`src/rtl/slc_pkg.sv`:
```
// ----------------------------------------------------------------------------
// slc_pkg
// Shared types, constants and helpers of the source line classifier.
// ----------------------------------------------------------------------------
package slc_pkg;

  localparam int unsigned LineMaxDef    = 512;
  localparam int unsigned PatternMaxDef = 4;
  localparam int unsigned CountBitsDef  = 24;
  localparam int unsigned PatBytes      = 4;
  localparam int unsigned TextW         = 32;
  localparam int unsigned LenW          = 3;
  localparam int unsigned OutCntW       = 24;
  localparam int unsigned CfgIdxW       = 3;

  // register indexes
  localparam logic [CfgIdxW-1:0] RegStartText = 3'd0;
  localparam logic [CfgIdxW-1:0] RegStartLen  = 3'd1;
  localparam logic [CfgIdxW-1:0] RegEndText   = 3'd2;
  localparam logic [CfgIdxW-1:0] RegEndLen    = 3'd3;
  localparam logic [CfgIdxW-1:0] RegPpText    = 3'd4;
  localparam logic [CfgIdxW-1:0] RegPpLen     = 3'd5;

  // line classes
  localparam logic [1:0] ClsBlank   = 2'd0;
  localparam logic [1:0] ClsComment = 2'd1;
  localparam logic [1:0] ClsPreproc = 2'd2;
  localparam logic [1:0] ClsCode    = 2'd3;

  localparam logic [7:0] ChSpace = 8'h20;
  localparam logic [7:0] ChNl    = 8'h0a;

  typedef struct packed {
    logic [TextW-1:0] text;
    logic [2:0]       len;
  } pat_t;

  function automatic logic is_space(input logic [7:0] c);
    return (c == ChSpace) || (c >= 8'd9 && c <= 8'd13);
  endfunction

  // effective pattern length: clamp then stop at first zero byte
  function automatic logic [2:0] pat_len(input pat_t p, input int unsigned pmax);
    logic [2:0] n;
    logic       stop;
    n    = (pmax < 32'(p.len)) ? 3'(pmax) : p.len;
    if (n > 3'(PatBytes)) n = 3'(PatBytes);
    stop = 1'b0;
    pat_len = 3'd0;
    for (int i = 0; i < PatBytes; i++) begin
      if (!stop && 3'(i) < n) begin
        if (p.text[8*i +: 8] == 8'd0) stop = 1'b1;
        else pat_len = 3'(i + 1);
      end
    end
  endfunction

endpackage

```
`src/rtl/slc_scan.sv`:
```
// ----------------------------------------------------------------------------
// slc_scan
// Sequencer for one line: length scan, blank check, comment blanking and
// class decision, one stored byte per cycle through a window of 4 bytes.
// ----------------------------------------------------------------------------
module slc_scan #(
  parameter int unsigned LineMax    = slc_pkg::LineMaxDef,
  parameter int unsigned PatternMax = slc_pkg::PatternMaxDef,
  localparam int unsigned AW = $clog2(LineMax)
) (
  input  logic                 clk_i,
  input  logic                 rst_ni,
  input  logic                 start_i,
  input  logic [AW-1:0]        len_i,
  input  logic                 in_comment_i,
  input  slc_pkg::pat_t        pat_s_i,
  input  slc_pkg::pat_t        pat_e_i,
  input  slc_pkg::pat_t        pat_p_i,
  output logic [AW-1:0]        rd_addr_o,
  input  logic [7:0]           rd_data_i,
  output logic                 done_o,
  output logic [1:0]           cls_o,
  output logic                 inl_o,
  output logic                 in_comment_o
);
  import slc_pkg::*;

  typedef enum logic [5:0] {
    SIdle  = 6'b000001,
    SSig   = 6'b000010,
    SFill  = 6'b000100,
    SBlank = 6'b001000,
    SPass  = 6'b010000,
    SDone  = 6'b100000
  } state_e;

  state_e state_q, state_d;
  logic [AW-1:0] ptr_q, ptr_d, sig_q, sig_d, s_q, s_d;
  logic [AW-1:0] rdp;
  logic          rdv_q;
  // window: bytes s..s+3 after blanking
  logic [7:0]    win_q [PatBytes];
  logic [7:0]    win_d [PatBytes];
  logic [2:0]    wfill_q, wfill_d;
  logic          inc_q, inc_d, has_q, has_d, ns_q, ns_d;
  logic          pp_q, pp_d;
  logic [1:0]    cls_q, cls_d;
  logic          inl_q, inl_d;
  logic [2:0]    ns, ne, np;

  assign ns = pat_len(pat_s_i, PatternMax);
  assign ne = pat_len(pat_e_i, PatternMax);
  assign np = pat_len(pat_p_i, PatternMax);

  assign rd_addr_o    = rdp;
  assign done_o       = (state_q == SDone);
  assign cls_o        = cls_q;
  assign inl_o        = inl_q;
  assign in_comment_o = inc_q;

  // match helper over the window (positions beyond sig read zero)
  function automatic logic win_match(input logic [7:0] w [PatBytes],
                                     input logic [TextW-1:0] t, input logic [2:0] n);
    logic m;
    m = (n != 3'd0);
    for (int k = 0; k < PatBytes; k++)
      if (3'(k) < n && w[k] != t[8*k +: 8]) m = 1'b0;
    return m;
  endfunction

  // sequencer
  always_comb begin
    logic [7:0] w [PatBytes];
    state_d = state_q; ptr_d = ptr_q; sig_d = sig_q; s_d = s_q;
    win_d = win_q; wfill_d = wfill_q; inc_d = inc_q; has_d = has_q;
    ns_d = ns_q; pp_d = pp_q; cls_d = cls_q; inl_d = inl_q;
    rdp = ptr_q;
    w = win_q;
    unique case (state_q)
      SIdle: begin
        rdp = '0;
        if (start_i) begin
          state_d = SSig; ptr_d = '0; sig_d = '0; inc_d = in_comment_i;
          ns_d = 1'b1;
        end
      end
      // find first zero byte; ptr holds the address behind the read data
      SSig: begin
        rdp = sig_q;
        if (sig_q == len_i) begin
          state_d = SBlank; ptr_d = '0;
        end else if (ptr_q == sig_q) begin
          if (rd_data_i == 8'd0) begin
            state_d = SBlank; ptr_d = '0;
          end else begin
            if (!is_space(rd_data_i)) ns_d = 1'b0;
            sig_d = sig_q + 1'b1;
            rdp = sig_q + 1'b1;
          end
        end
        if (state_d == SSig) ptr_d = sig_d;
      end
      SBlank: begin
        if (ns_q) begin
          cls_d = ClsBlank; inl_d = 1'b0; inc_d = in_comment_i; state_d = SDone;
        end else begin
          has_d = inc_q; s_d = '0; ptr_d = '0; wfill_d = '0;
          for (int k = 0; k < PatBytes; k++) win_d[k] = 8'd0;
          ns_d = 1'b1; pp_d = (np != 3'd0); state_d = SFill;
        end
      end
      // preload window with first bytes of the line
      SFill: begin
        rdp = ptr_q;
        if (rdv_q && ptr_q != '0) begin
          win_d[wfill_q[1:0]] = (ptr_q - 1'b1 < sig_q) ? rd_data_i : 8'd0;
          wfill_d = wfill_q + 3'd1;
        end
        if (wfill_d == 3'(PatBytes)) begin
          state_d = SPass;
        end else begin
          ptr_d = ptr_q + 1'b1;
        end
      end
      // one scan position per cycle
      SPass: begin
        rdp = ptr_q + 1'b1;
        if (inc_q) begin
          if (win_match(w, pat_e_i.text, ne)) begin
            inc_d = 1'b0;
            for (int k = 0; k < PatBytes; k++) if (3'(k) < ne) w[k] = ChSpace;
          end else w[0] = ChSpace;
        end else if (win_match(w, pat_s_i.text, ns)) begin
          inc_d = 1'b1; has_d = 1'b1;
          for (int k = 0; k < PatBytes; k++) if (3'(k) < ns) w[k] = ChSpace;
        end
        // prefix check on bytes that leave the window in final form
        if (s_q < AW'(np) && w[0] != pat_p_i.text[8*s_q[1:0] +: 8]) pp_d = 1'b0;
        if (s_q < sig_q && !is_space(w[0])) ns_d = 1'b0;
        for (int k = 0; k < PatBytes-1; k++) win_d[k] = w[k+1];
        win_d[PatBytes-1] = (ptr_q < sig_q) ? rd_data_i : 8'd0;
        s_d = s_q + 1'b1;
        ptr_d = ptr_q + 1'b1;
        if (s_q + 1'b1 >= sig_q) begin
          if (ne == 3'd0) inc_d = 1'b0;
          if (sig_q < AW'(np)) pp_d = 1'b0;
          if (pp_d) begin cls_d = ClsPreproc; inl_d = has_d; end
          else if (ns_d) begin cls_d = ClsComment; inl_d = 1'b0; end
          else begin cls_d = ClsCode; inl_d = has_d; end
          state_d = SDone;
        end
      end
      SDone:   state_d = SIdle;
      default: state_d = SIdle;
    endcase
  end

  always_ff @(posedge clk_i or negedge rst_ni) begin
    if (!rst_ni) begin
      state_q <= SIdle;
      rdv_q   <= 1'b0;
    end else begin
      state_q <= state_d;
      rdv_q   <= (state_d == SFill) || (state_d == SPass) || (state_d == SSig);
    end
  end

  always_ff @(posedge clk_i) begin
    ptr_q <= ptr_d; sig_q <= sig_d; s_q <= s_d; win_q <= win_d;
    wfill_q <= wfill_d; inc_q <= inc_d; has_q <= has_d; ns_q <= ns_d;
    pp_q <= pp_d; cls_q <= cls_d; inl_q <= inl_d;
  end

endmodule

```
`config.mk`:
```
export PLATFORM = sky130hd
export DESIGN_NAME = slc_scan
export DESIGN_NICKNAME = d
export VERILOG_FILES = /design/src/rtl/slc_pkg.sv /design/src/rtl/slc_scan.sv
export SDC_FILE = /design/constraint.sdc
export NUM_CORES = 1
export LEC_CHECK = 0
export BUFFER_PORTS_ARGS = -buffer_cell sky130_fd_sc_hd__buf_2
export CORE_MARGIN = 3
export CORE_UTILIZATION = 51
export CTS_CLUSTER_DIAMETER = 50
export DETAILED_ROUTE_END_ITERATION = 8
export PLACE_DENSITY = 0.79
export REMOVE_ABC_BUFFERS = 1
export SYNTH_ARGS = -nofsm -noshare
export SYNTH_HDL_FRONTEND = slang
export SYNTH_SLANG_ARGS = --single-unit
```
`constraint.sdc`:
```
create_clock -name clk_i -period 2.7 [get_ports clk_i]
set_input_delay 0.54 -clock clk_i [delete_from_list [all_inputs] [get_ports clk_i]]
set_output_delay 0.54 -clock clk_i [all_outputs]
set_load 0.01 [all_outputs]
```
### Yosys cells after proc, flatten, opt, wreduce, memory -nomap -nowiden

Index checks and enable logic that the tools add are counted.

| cells by class | value |
|---|---|
| add/sub/neg operators | 5 |
| multipliers | 0 |
| divide/modulo/power cells | 0 |
| magnitude comparators | 38 |
| equality and inequality tests | 36 |
| shift operators | 1 |
| multiplexer cells | 145 |
| bitwise logic cells | 1 |
| reductions and logical operators | 70 |

Operator list:

| cell | number |
|---|---|
| $mux W32 | 5 |
| $logic_not A8 Y1 | 13 |
| $mux W8 | 12 |
| $pmux W32 S3 | 1 |
| $mux W9 | 10 |
| $mux W3 | 28 |
| $ne A8 B8 Y1 | 9 |
| $mux W1 | 62 |
| $mux W6 | 8 |
| $pmux W9 S5 | 1 |
| $pmux W9 S2 | 2 |
| $bwmux W32 | 1 |
| $shiftx A32 B6 Y8 | 1 |
| $lt A1 B3 Y1 const A | 10 |
| $lt A2 B3 Y1 const A | 10 |
| $pmux W6 S5 | 1 |
| $add A9 B1 Y9 const B | 3 |
| $lt A9 B9 Y1 | 3 |
| $pmux W9 S3 | 1 |
| $mux W24 | 1 |
| $logic_and A1 B1 Y1 | 23 |
| $ne A2 B2 Y1 const B | 10 |
| $eq A6 B2 Y1 const B | 3 |
| $eq A9 B9 Y1 | 2 |
| 37 further kinds | 76 |

| word-level totals | value |
|---|---|
| register bits | 76 |
| latch bits | 0 |
| memory bits (writable) | 0 |
| bits in read-only memories | 0 |
| bits of input ports | 126 |
| output and inout port bits | 14 |
| logic and storage cells | 312 |
| memories | 0 |

### Longest topological paths before layout

Gate-level depths: netlist (run 1).

| depth | value |
|---|---|
| depth in word-level cells | 37 |
| gate-level depth with buffers | 14 |
| gate-level depth less buffers | 14 |

### Worst setup path before layout (run 1)

Ideal clock, no wire load.

| path | value |
|---|---|
| path kind | reg-to-output |
| from | register sig_q[3] |
| to | output port rd_addr_o[4] |
| arrival | 2,464 ps |
| required time | 2,160 ps |
| path slack | -304 ps |
| cell stages (with the launch flop) | 14 |
| buffers on the path | 2 |
| cell sequence | edfxtp_1 clkbuf_1 inv_1 ha_1 nand4_1 nor3_1 and3_1 clkbuf_1 nand2_1 nor2_1 nand2_1 xnor2_1 or2_2 o21ai_0 |

| on the way | value |
|---|---|
| longest elaborated chain between the ends | 5 |
| elaborated cells between the ends (all ways) | 7 |
| classes of those cells | add/sub (1); eq/ne (2); mux (4) |

Ends and longest elaborated chain:

| element | line | text |
|---|---|---|
| start, declared | slc_scan.sv:38 | `logic [AW-1:0] ptr_q, ptr_d, sig_q, sig_d, s_q, s_d;` |
| start signal, assigned | slc_scan.sv:169 | `ptr_q <= ptr_d; sig_q <= sig_d; s_q <= s_d; win_q <= win_d;` |
| $add A9 B1 Y9 | slc_scan.sv:98 | `rdp = sig_q + 1'b1;` |
| $mux W9 | slc_scan.sv:93 | `if (rd_data_i == 8'd0) begin` |
| $mux W9 | slc_scan.sv:92 | `end else if (ptr_q == sig_q) begin` |
| $mux W9 * | slc_scan.sv:90 | `if (sig_q == len_i) begin` |
| $pmux W9 S3 * | slc_scan.sv:79 | `unique case (state_q)` |
| end, declared | slc_scan.sv:19 | `output logic [AW-1:0] rd_addr_o,` |

Every way passes the cells marked *; elsewhere a longest branch is shown, timed or not.

### Worst setup path after layout (run 1)

| path | value |
|---|---|
| from | register sig_q[4] |
| to | output port rd_addr_o[7] |

The elaborated chain is that of the path after synthesis.

==> results.sh, run 1 <==
export IMPL_status="complete, but fails checks"
export IMPL_violations="setup timing"
export IMPL_grt_pass1_vias=7441
export IMPL_fp_dieW_um=122.0
export IMPL_wl_met2_mm=13.18
export IMPL_dieArea_um2=14890
export IMPL_rows=41
export IMPL_num_vias=8069
export IMPL_firstDrtPassIters=7
export IMPL_initial_core_util_pct=53.31
export IMPL_dr_wl_met3_mm=3.060
export IMPL_pwr_share_clk_pct=18.8
export IMPL_nets=1238
export IMPL_ys_seq_elements=76
export IMPL_crit_required_ns=2.16
export IMPL_fin_worst_skew_ns=0.01443
export IMPL_place_area_um2=9024
export IMPL_holdCritPathClass="in2async"
export IMPL_worstMarginPinSlew_ns=0.7686
export IMPL_port_buffers=139
export IMPL_synth_seq_area_share_pct=32.76
export IMPL_switching_share_pct=40.57
export IMPL_finalPower_mw=6.416
export IMPL_rsz0062_at_grt="true"
export IMPL_ant_nets=0
export IMPL_power_switching_mw=2.603
export IMPL_ir_drop_mv=0.6047
export IMPL_core_area_um2=12880
export IMPL_finalHoldViolCount=0
export IMPL_cts_buffer_depth=2
export IMPL_clk_pin_slew_worst_paths_ns=0.06
export IMPL_cpMostUsedCell="buf_4"
export IMPL_clkLatencyLatePin_ns=0.34
export IMPL_p_comb_share_pct=55.5
export IMPL_final_util_pct=79.82
export IMPL_drive_gt1_share_pct=45.13
export IMPL_max_slew_margin_rel_pct=48.11
export IMPL_crit_type="reg2out"
export IMPL_globalplace_congestion=0.9058
export IMPL_crit_path_max_incr_delay_ns=0.44
export IMPL_crit_family="simple AND/OR/NAND/NOR gates"
export IMPL_synth_edf_count=69
export IMPL_cp_end_kind="output port"
export IMPL_drv_cap=0
export IMPL_htree_levels=3
export IMPL_power_leakage_nw=4.616
export IMPL_power_density_nw_per_um2=624.2
export IMPL_syn_inst=735
export IMPL_report_final_slew_viol_count=0
export IMPL_wl_per_cell_um=22.70
export IMPL_met1Wirelength_mm=9.886
export IMPL_stdcell_area_um2=10280
export IMPL_grt_overflow=0
export IMPL_grt_max_degree=33
export IMPL_crit_chain="buf_4, xor2_1, nor4_1, nand4_1, and3_4, nand4_1, buf_4, nor3_4, xnor2_1, buf_4, o221ai_2, buf_2"
export IMPL_grt_use_total_pct=30.69
export IMPL_synth_area_per_cell_um2=9.339
export IMPL_synth_cell_types=68
export IMPL_highest_layer="met4"
export IMPL_die_y_um=122.0
export IMPL_cts_buffers=9
export IMPL_start_kind="register"
export IMPL_cp_arrival_ns=2.83
export IMPL_antenna_cells=0
export IMPL_ios=140
export IMPL_synth_area_um2=6864
export IMPL_antenna_found_initial=0
export IMPL_drt_total_wl_mm=28.15
export IMPL_grt_pass1_wl_mm=35.99
export IMPL_worstPathMaxFanout=4
export IMPL_drtIter0Drc=935
export IMPL_max_freq_mhz=296.6
export IMPL_post_dp_hpwl_mm=17.07
export IMPL_syn2layout_area_growth_pct=49.73
export IMPL_p_seq_share_pct=25.7
export IMPL_yosysWarnings=0
export IMPL_routed_via_density=6.507
export IMPL_synth_ff_type="edfxtp_1"
export IMPL_intPower_mw=3.813
export IMPL_cts_tree="yes"
export IMPL_cts_sinks=76
export IMPL_drcViolationCount=0
export IMPL_worst_slack_ns=-0.6712
export IMPL_setup_viol=49
export IMPL_ys_async_sr_fraction_pct=9.211
export IMPL_min_period_ns=3.371
export IMPL_fin_crit_sh_pct=124.9
export IMPL_crit_slowest_cell="edfxtp_1"
export IMPL_root_buffer="clkbuf_16"
export IMPL_critPathBufInv=4
-- metal layers --
metal / global-route usage, % / vias up
met5: 0 / -
met4: 14.01 / 0
met3: 5.060 / 200
met2: 52.73 / 674
met1: 37.82 / 3732
li1: - / 3463
-- area by class of cell --
cell class                      instances  area [µm²]
Multi-Input combinational cell        601        5041
Fill cell                             716        2599
Timing Repair Buffer                  344        2360
Sequential cell                        76        2248
Clock buffer                           13       270.3
Tap cell                              172       215.2
Inverter                               31       121.4
Clock inverter                          3       21.27
-- registers in the layout (all words and copies together), names as in the netlist --
name	flops
s_q	9
pp_q	1
inl_o	1
cls_o	2
rdv_q	1
in_comment_o	1
state_q	6
has_q	1
ptr_q	9
sig_q	9
wfill_q	3
win_q	32
ns_q	1
-- cells in the final DEF, fill, tap and decap left out, drive strengths merged, types with 15 or more instances in the layout --
cell	netlist	layout
nand2	51	51
xnor2	37	37
nand3	26	26
and3	29	29
ha	49	49
edfxtp	69	69
a21oi	28	28
xor2	71	71
a221o	22	22
buf	6	342
clkbuf	21	15
o21ai	39	39
nor4	36	36
nor2	46	46
inv	31	31
-- cell usage after synthesis (all sizes together), types with 11 or more instances --
master,number,area (µm²)
xor2,71,621.9
edfxtp,69,2072
nand2,51,191.4
ha,49,613.1
nor2,46,180.2
o21ai,39,195.2
xnor2,37,324.1
nor4,36,237.7
inv,31,116.4
and3,29,181.4
a21oi,28,143.9
nand3,26,130.1
a221o,22,220.2
clkbuf,21,78.83
nor3,13,65.06
and2,11,71.32
nor2b,11,68.82
-- through the flow --
step           TNS, ns  cells  setup slack [ns]  hold slack (ns)
5_1_grt         -27.08   1240           -0.7361          0.01365
3_5_place_dp    -13.83   1198           -0.5792           0.3786
6_report        -23.45   1240           -0.6712          0.02120
3_3_place_gp    -11.77   1198           -0.5574           0.3764
2_1_floorplan   -19.19    708           -0.3560           0.2444
4_1_cts         -6.528   1227           -0.4914          0.02062
-- power groups by stage --
| stage | Sequential (mW) | Clock (mW) | Combinational, mW |
|---|---|---|---|
| floorplan | 1.72 | 0 | 1.40 |
| CTS | 1.62 | 1.18 | 3.08 |
| detailed placement | 1.63 | 0 | 2.71 |
| finish | 1.65 | 1.20 | 3.56 |
| global placement | 1.62 | 0 | 2.63 |
| global route | 1.66 | 1.26 | 3.78 |
-- cell families after synthesis --
group           Yosys count  synth area share (%)
simple gates            271                 21.64
compound gates          160                 16.57
xor+xnor                108                 13.78
flops                    76                 32.76
buf+inv                  58                 3.336
fa+ha+maj                49                 8.932
mux                      13                 2.989
-- worst paths after layout --
path                               start           end  slack (ns)  depth (start not counted)
worst max register to register  ptr_q[3]     win_q[17]       -0.61                         14
max in group asynchronous         rst_ni    state_q[0]        2.45                          1
worst min register to register      pp_q      cls_o[0]        0.66                          1
worst max-delay path            sig_q[4]  rd_addr_o[7]       -0.67                         12
worst min-delay path              rst_ni    state_q[4]        0.02                          1
min in group clk_i               start_i    state_q[1]        0.52                          3
-- repair_timing --
action,in CTS,in global routing
buffers inserted,14,14
resized for setup,61,86
pin swaps,29,50
endpoints found under the setup margin,45,65
gates cloned,0,3
hold buffers,0,0
Power figures use the tool's default switching activity.
==> run 2: changes to the inputs <==
--- a/config.mk
+++ b/config.mk
@@ -7,8 +7,9 @@
 export LEC_CHECK = 0
+export ABC_AREA = 1
 export BUFFER_PORTS_ARGS = -buffer_cell sky130_fd_sc_hd__buf_2
 export CORE_MARGIN = 3
-export CORE_UTILIZATION = 51
+export CORE_UTILIZATION = 25
 export CTS_CLUSTER_DIAMETER = 50
 export DETAILED_ROUTE_END_ITERATION = 8
-export PLACE_DENSITY = 0.79
+export PLACE_DENSITY = 0.45
 export REMOVE_ABC_BUFFERS = 1
--- a/constraint.sdc
+++ b/constraint.sdc
@@ -3,2 +3,2 @@
 set_output_delay 0.54 -clock clk_i [all_outputs]
-set_load 0.01 [all_outputs]
+set_load 0.1 [all_outputs]
==> run 2 against run 1 <==
The flow still finishes with violations (setup timing). Clock skew decreased by 0.0054 ns. Register-to-register slack gained 0.19 ns. Non-clock buffer count is 29 lower. Hold slack got worse by 0.0020 ns. Maximum frequency is 4.3% higher. Cell count rose by 39%. Sequential cell count unchanged. Via count rose by 0.53%. Die area is 110% higher. Critical endpoint is now rd_addr_o[8]. Largest cell class unchanged.
==> results.sh, run 2 <==
export IMPL_fin_tns_setup_ns=-4.995
export IMPL_worstMarginPinSlew_ns=0.6453
export IMPL_holdCritPathClass="in2async"
export IMPL_synth_xor_area_share_pct=9.140
export IMPL_placed_cells=1664
export IMPL_clk_pin_slew_worst_paths_ns=0.06
export IMPL_num_vias=8112
export IMPL_root_buffer="clkbuf_16"
export IMPL_worst_slack_ns=-0.5331
export IMPL_yosysTopAreaCell="edfxtp_1"
export IMPL_synthSimpleGateAreaFrac_pct=28.47
export IMPL_grt_use_total_pct=16.91
export IMPL_n_fill_cell=3066
export IMPL_cts_tree="yes"
export IMPL_fp_dieW_um=177.8
export IMPL_r2r_cells=22
export IMPL_core_area_um2=28860
export IMPL_clkLatencyLatePin_ns=0.35
export IMPL_globalplace_congestion=0.8447
export IMPL_power_leakage_nw=5.059
export IMPL_synth_area_per_cell_um2=7.163
export IMPL_port_buffers=139
export IMPL_crit_type="reg2out"
export IMPL_die_y_um=177.8
export IMPL_synth_top_family_by_area="simple AND/OR/NAND/NOR gates"
export IMPL_htree_levels=3
export IMPL_rsz0062_at_grt="true"
export IMPL_final_common_cell="nand2_1"
export IMPL_synth_edf_count=69
export IMPL_finalHoldViolCount=0
export IMPL_start_kind="register"
export IMPL_post_dp_hpwl_mm=21.68
export IMPL_wl_per_cell_um=16.05
export IMPL_fin_cells=1718
export IMPL_holdWs_ns=0.01919
export IMPL_report_final_slew_viol_count=0
export IMPL_rows=62
export IMPL_regMostFlops="win_q"
export IMPL_max_freq_mhz=309.3
export IMPL_rrSetupSlack_ns=-0.42
export IMPL_largest_register_ffs=32
export IMPL_yosysMostFrequentCell="nand2_1"
export IMPL_synth_adder_area_share_pct=8.309
export IMPL_drv_cap=0
export IMPL_syn_inst=1030
export IMPL_max_slew_margin_rel_pct=56.98
export IMPL_routed_via_density=4.722
export IMPL_synth_mux_area_share_pct=0.1526
export IMPL_grt_pass1_wl_mm=41.82
export IMPL_fin_crit_sh_pct=119.7
export IMPL_grt_overflow=0
export IMPL_mostFrequentLayoutCells="188 x nand2_1, 157 x buf_4, 131 x buf_2, 128 x inv_1, 97 x nor2_1"
export IMPL_synth_seq_area_share_pct=30.47
export IMPL_status="complete, but fails checks"
export IMPL_rr_startpoint="sig_q[1]"
export IMPL_synth_area_um2=7378
export IMPL_drcViolationCount=0
export IMPL_initial_core_util_pct=25.57
export IMPL_setup_viol=35
export IMPL_grt_pass1_vias=7751
export IMPL_ys_async_sr_fraction_pct=9.211
export IMPL_min_period_ns=3.233
export IMPL_cts_sinks=76
export IMPL_finalPower_mw=9.366
export IMPL_drive_gt1_share_pct=35.61
export IMPL_synth_cell_types=55
export IMPL_ant_nets=0
export IMPL_power_density_nw_per_um2=845.1
export IMPL_cp_end_kind="output port"
export IMPL_ios=140
export IMPL_reg2reg_to="ptr_q[1]"
export IMPL_synth_ff_type="edfxtp_1"
export IMPL_synthTopCellsByArea="edfxtp_1 28%, nand2_1 11%, ha_1 8.3%"
export IMPL_fin_worst_skew_ns=0.009056
export IMPL_cts_buffers=9
export IMPL_yosysWarnings=0
export IMPL_crit_required_ns=2.16
export IMPL_synth_top_area_share_pct=28.08
export IMPL_violations="setup timing"
export IMPL_antenna_found_initial=0
export IMPL_syn2layout_area_growth_pct=50.21
export IMPL_grt_max_degree=38
export IMPL_synth_compound_area_share_pct=14.57
export IMPL_ys_seq_elements=76
export IMPL_ys_top_cells_by_count="214 x nand2_1, 139 x inv_1, 106 x nor2_1"
export IMPL_drt_total_wl_mm=27.57
export IMPL_antenna_cells=0
export IMPL_firstDrtPassIters=5
export IMPL_worstPathMaxFanout=4
export IMPL_drtIter0Drc=412
export IMPL_dieArea_um2=31610
export IMPL_ir_drop_mv=1.262
export IMPL_cp_arrival_ns=2.69
export IMPL_postCtsHoldBufs=0
export IMPL_cts_buffer_depth=2
export IMPL_nets=1504
## run 2: cell count changes in the layout (fill, tap and decap cells not counted), sizes merged, moves of 33 or more
cell	delta
inv	+113
nand4	+38
nand2	+166
o21ai	+33
a21oi	+36
nor2	+63
## run 2: repair_timing
action,CTS,global route
gates cloned,0,1
resized for setup,75,154
setup endpoints to repair,41,60
pin swaps,29,48
buffers inserted,14,26
## run 2: per-layer routing
metal  GRT usage [%]  vias to the layer above  part of all wire [%]
li1                -                     4114                     -
met1           21.82                     3819                    44
met2           30.02                      165                    51
met3           2.867                       14                   4.4
met4           2.716                        0                  0.87
met5               0                        -                     0
## run 2: worst max path at each step
stage,from,endpoint,slack [ns],cells after the start
2_1_floorplan,state_q[3],win_q[0],-2.41,7
3_3_place_gp,rd_data_i[0],rd_addr_o[8],-0.32,13
6_report,ptr_q[2],rd_addr_o[8],-0.53,9
5_1_grt,ptr_q[8],rd_addr_o[8],-0.65,11
4_1_cts,ptr_q[6],rd_addr_o[8],-0.47,9
3_5_place_dp,rd_data_i[0],rd_addr_o[8],-0.38,13
## run 2: logic make-up after synthesis
logic type,after synthesis
AO/OA/AOI/OAI,189
multiplexers,1
XOR/XNOR,77
buffers and inverters,170
AND/OR/NAND/NOR,468
flip-flops,76
adder cells (fa/ha/maj),49
## run 2: stage by stage
stage	util (%)	setup slack, ns	area, µm²
global placement	33.42	-0.3174	9643
global route	38.41	-0.6497	11080
finish	38.41	-0.5331	11080
detailed placement	33.42	-0.3842	9643
CTS	36.00	-0.4722	10390
floorplan	-	-2.415	7259
## run 2: area by class of cell
cell class                      instances  area, µm²  area share [%]
Tap cell                              384      480.5           4.335
Clock buffer                            9      225.2           2.032
Inverter                              143      551.8           4.979
Sequential cell                        76       2248           20.29
Clock inverter                          7      97.59          0.8806
Multi-Input combinational cell        784       5225           47.14
Timing Repair Buffer                  315       2255           20.34
## run 2: report_power, final
part	total [mW]	internal (mW)	switching (mW)
clock	1.35	0.815	0.538
sequential	1.77	1.58	0.185
combinational	6.25	2.52	3.73
## run 2: worst max-delay path, cell delays in order, from the launching register on
cell,delay [ns]
edfxtp_1,0.44
ha_4,0.32
nand2_4,0.07
nor4_4,0.32
and2_4,0.24
nand4_1,0.11
xor2_1,0.19
or2_4,0.23
o211ai_1,0.15
clkbuf_16,0.26
==> run 3: changes to the inputs <==
Settings changed: ABC_AREA 1 to default.
==> run 3 against run 2 <==
The flow still finishes with violations (setup timing). Worst setup slack got worse by 0.11 ns. Core utilization is 2.3 points higher. Clock skew grew 0.00067 ns. Cell count down 16%. Global-route usage up 0.48 points. Register-to-register slack gained 0.19 ns. Critical path depth up 1. Non-clock buffer count up 55. Hold slack improved by 0.014 ns. First-iteration DRC count is 1.2% lower. Sequential cell count unchanged. Count of clock-buffer cells in the layout up 1. Largest power group unchanged. Highest routed layer unchanged.
==> results.sh, run 3 (synthesis gave the netlist of run 1 again) <==
export IMPL_worstMarginPinSlew_ns=0.6224
export IMPL_cp_end_kind="output port"
export IMPL_finalPower_mw=7.463
export IMPL_cts_sinks=76
export IMPL_globalplace_congestion=0.8235
export IMPL_dp_slack_ns=-0.6167
export IMPL_clkLatencyLatePin_ns=0.34
export IMPL_power_density_nw_per_um2=679.5
export IMPL_rsz0062_at_grt="true"
export IMPL_rrSetupSlack_ns=-0.23
export IMPL_drcViolationCount=0
export IMPL_initial_core_util_pct=25.47
export IMPL_placed_cells=1396
export IMPL_crit_required_ns=2.16
export IMPL_ir_drop_mv=1.339
export IMPL_fin_crit_sh_pct=124.0
export IMPL_postCtsHoldBufs=0
export IMPL_ios=140
export IMPL_core_area_um2=26950
export IMPL_worstPathMaxFanout=4
export IMPL_die_y_um=171.7
export IMPL_worst_slack_ns=-0.6468
export IMPL_drive_gt1_share_pct=47.17
export IMPL_holdWs_ns=0.03284
export IMPL_rows=60
export IMPL_port_buffers=139
export IMPL_cts_buffers=9
export IMPL_r2r_cells=17
export IMPL_met1Wirelength_mm=12.36
export IMPL_largest_register_ffs=32
export IMPL_crit_type="reg2out"
export IMPL_fin_tns_setup_ns=-11.14
export IMPL_ant_nets=0
export IMPL_root_buffer="clkbuf_16"
export IMPL_status="complete, but fails checks"
export IMPL_fp_dieW_um=171.7
export IMPL_cts_tree="yes"
export IMPL_regMostFlops="win_q"
export IMPL_setup_viol=42
export IMPL_power_leakage_nw=4.828
export IMPL_antenna_cells=0
export IMPL_max_slew_margin_rel_pct=58.36
export IMPL_cp_arrival_ns=2.81
export IMPL_dr_wl_met3_mm=1.144
export IMPL_post_dp_hpwl_mm=20.26
export IMPL_fin_worst_skew_ns=0.009725
export IMPL_max_freq_mhz=298.8
export IMPL_drt_total_wl_mm=26.18
export IMPL_violations="setup timing"
export IMPL_fin_cells=1435
export IMPL_num_vias=7116
export IMPL_seqCellArea_um2=2248
export IMPL_clk_pin_slew_worst_paths_ns=0.07
export IMPL_grt_max_degree=33
export IMPL_grt_use_total_pct=17.39
export IMPL_grt_overflow=0
export IMPL_grt_pass1_vias=7150
export IMPL_min_period_ns=3.347
export IMPL_mostFrequentLayoutCells="211 x buf_4, 125 x buf_2, 70 x xor2_1, 69 x edfxtp_1, 45 x nand2_1"
export IMPL_syn2layout_area_growth_pct=60.01
export IMPL_highest_layer="met4"
export IMPL_grt_pass1_wl_mm=39.74
export IMPL_start_kind="register"
export IMPL_dieArea_um2=29480
export IMPL_antenna_found_initial=0
export IMPL_multiInputGateArea_um2=5147
export IMPL_holdCritPathClass="in2async"
export IMPL_cts_buffer_depth=2
export IMPL_routed_via_density=4.959
export IMPL_n_fill_cell=2652
export IMPL_wl_met2_mm=12.08
export IMPL_firstDrtPassIters=5
export IMPL_reg2reg_to="win_q[2]"
export IMPL_drtIter0Drc=407
export IMPL_final_common_cell="buf_4"
export IMPL_report_final_slew_viol_count=0
export IMPL_wl_per_cell_um=18.24
export IMPL_rr_startpoint="ptr_q[1]"
export IMPL_finalHoldViolCount=0
export IMPL_htree_levels=3
export IMPL_nets=1264
export IMPL_drv_cap=0
-- run 3: cell count changes in the layout (fill, tap and decap cells not counted), sizes merged, moves of 20 or more --
cell / delta
nand2: -166
nand3: -20
xor2: +31
nand4: -38
inv: -112
o21ai: -33
a21oi: -36
nor2: -63
a221o: +22
buf: +57
and3: +27
-- run 3: critical path, cell delays in order (launching register included) --
cell,delay [ns]
edfxtp_1,0.48
ha_4,0.31
nand4_1,0.10
nor3_2,0.23
and3_4,0.23
nand4_1,0.19
buf_4,0.22
xnor2_4,0.18
nand2b_1,0.11
o211ai_1,0.15
clkbuf_16,0.26
-- run 3: final cells by class --
type | count | share of cell area (%)
multi-input cells | 601 | 46.87
well taps | 341 | 3.885
inverters | 31 | 1.128
clock inverters | 6 | 0.5696
clock buffers | 10 | 2.085
repair buffers | 370 | 24.99
flip-flops and latches | 76 | 20.47
-- run 3: metrics by stage --
stage               instance area [µm²]  util (%)
floorplan                          6751         -
global placement                   9573     35.52
detailed placement                 9573     35.52
CTS                               10560     39.16
global route                      10980     40.75
finish                            10980     40.75
-- run 3: worst max-delay path by stage --
stage	startpoint	endpoint	depth (start not counted)
after floorplan	state_q[3]	rd_addr_o[4]	5
after global placement	pat_p_i[15]	inl_o	13
after detailed placement	pat_e_i[7]	win_q[15]	12
after CTS	sig_q[4]	rd_addr_o[3]	11
after global routing	ptr_q[2]	rd_addr_o[3]	10
final	ptr_q[4]	rd_addr_o[3]	10
-- run 3: report_power, final --
group          internal (mW)  switching (mW)  leakage [nW]
clock network          0.716           0.508         0.138
logic                   2.02            2.58          3.92
registers               1.49           0.146         0.772
total                   4.22            3.24          4.83
-- run 3: timing repair --
item	in CTS	in global routing
setup endpoints to repair	60	65
setup buffers	10	16
pin swaps	49	58
cloned	4	0
gates resized for setup	104	84
-- run 3: layer usage --
layer | vias to the layer above | GRT usage, %
li1 | 3515 | -
met1 | 3388 | 24.14
met2 | 178 | 28.00
met3 | 35 | 2.436
met4 | 0 | 5.458
met5 | - | 0
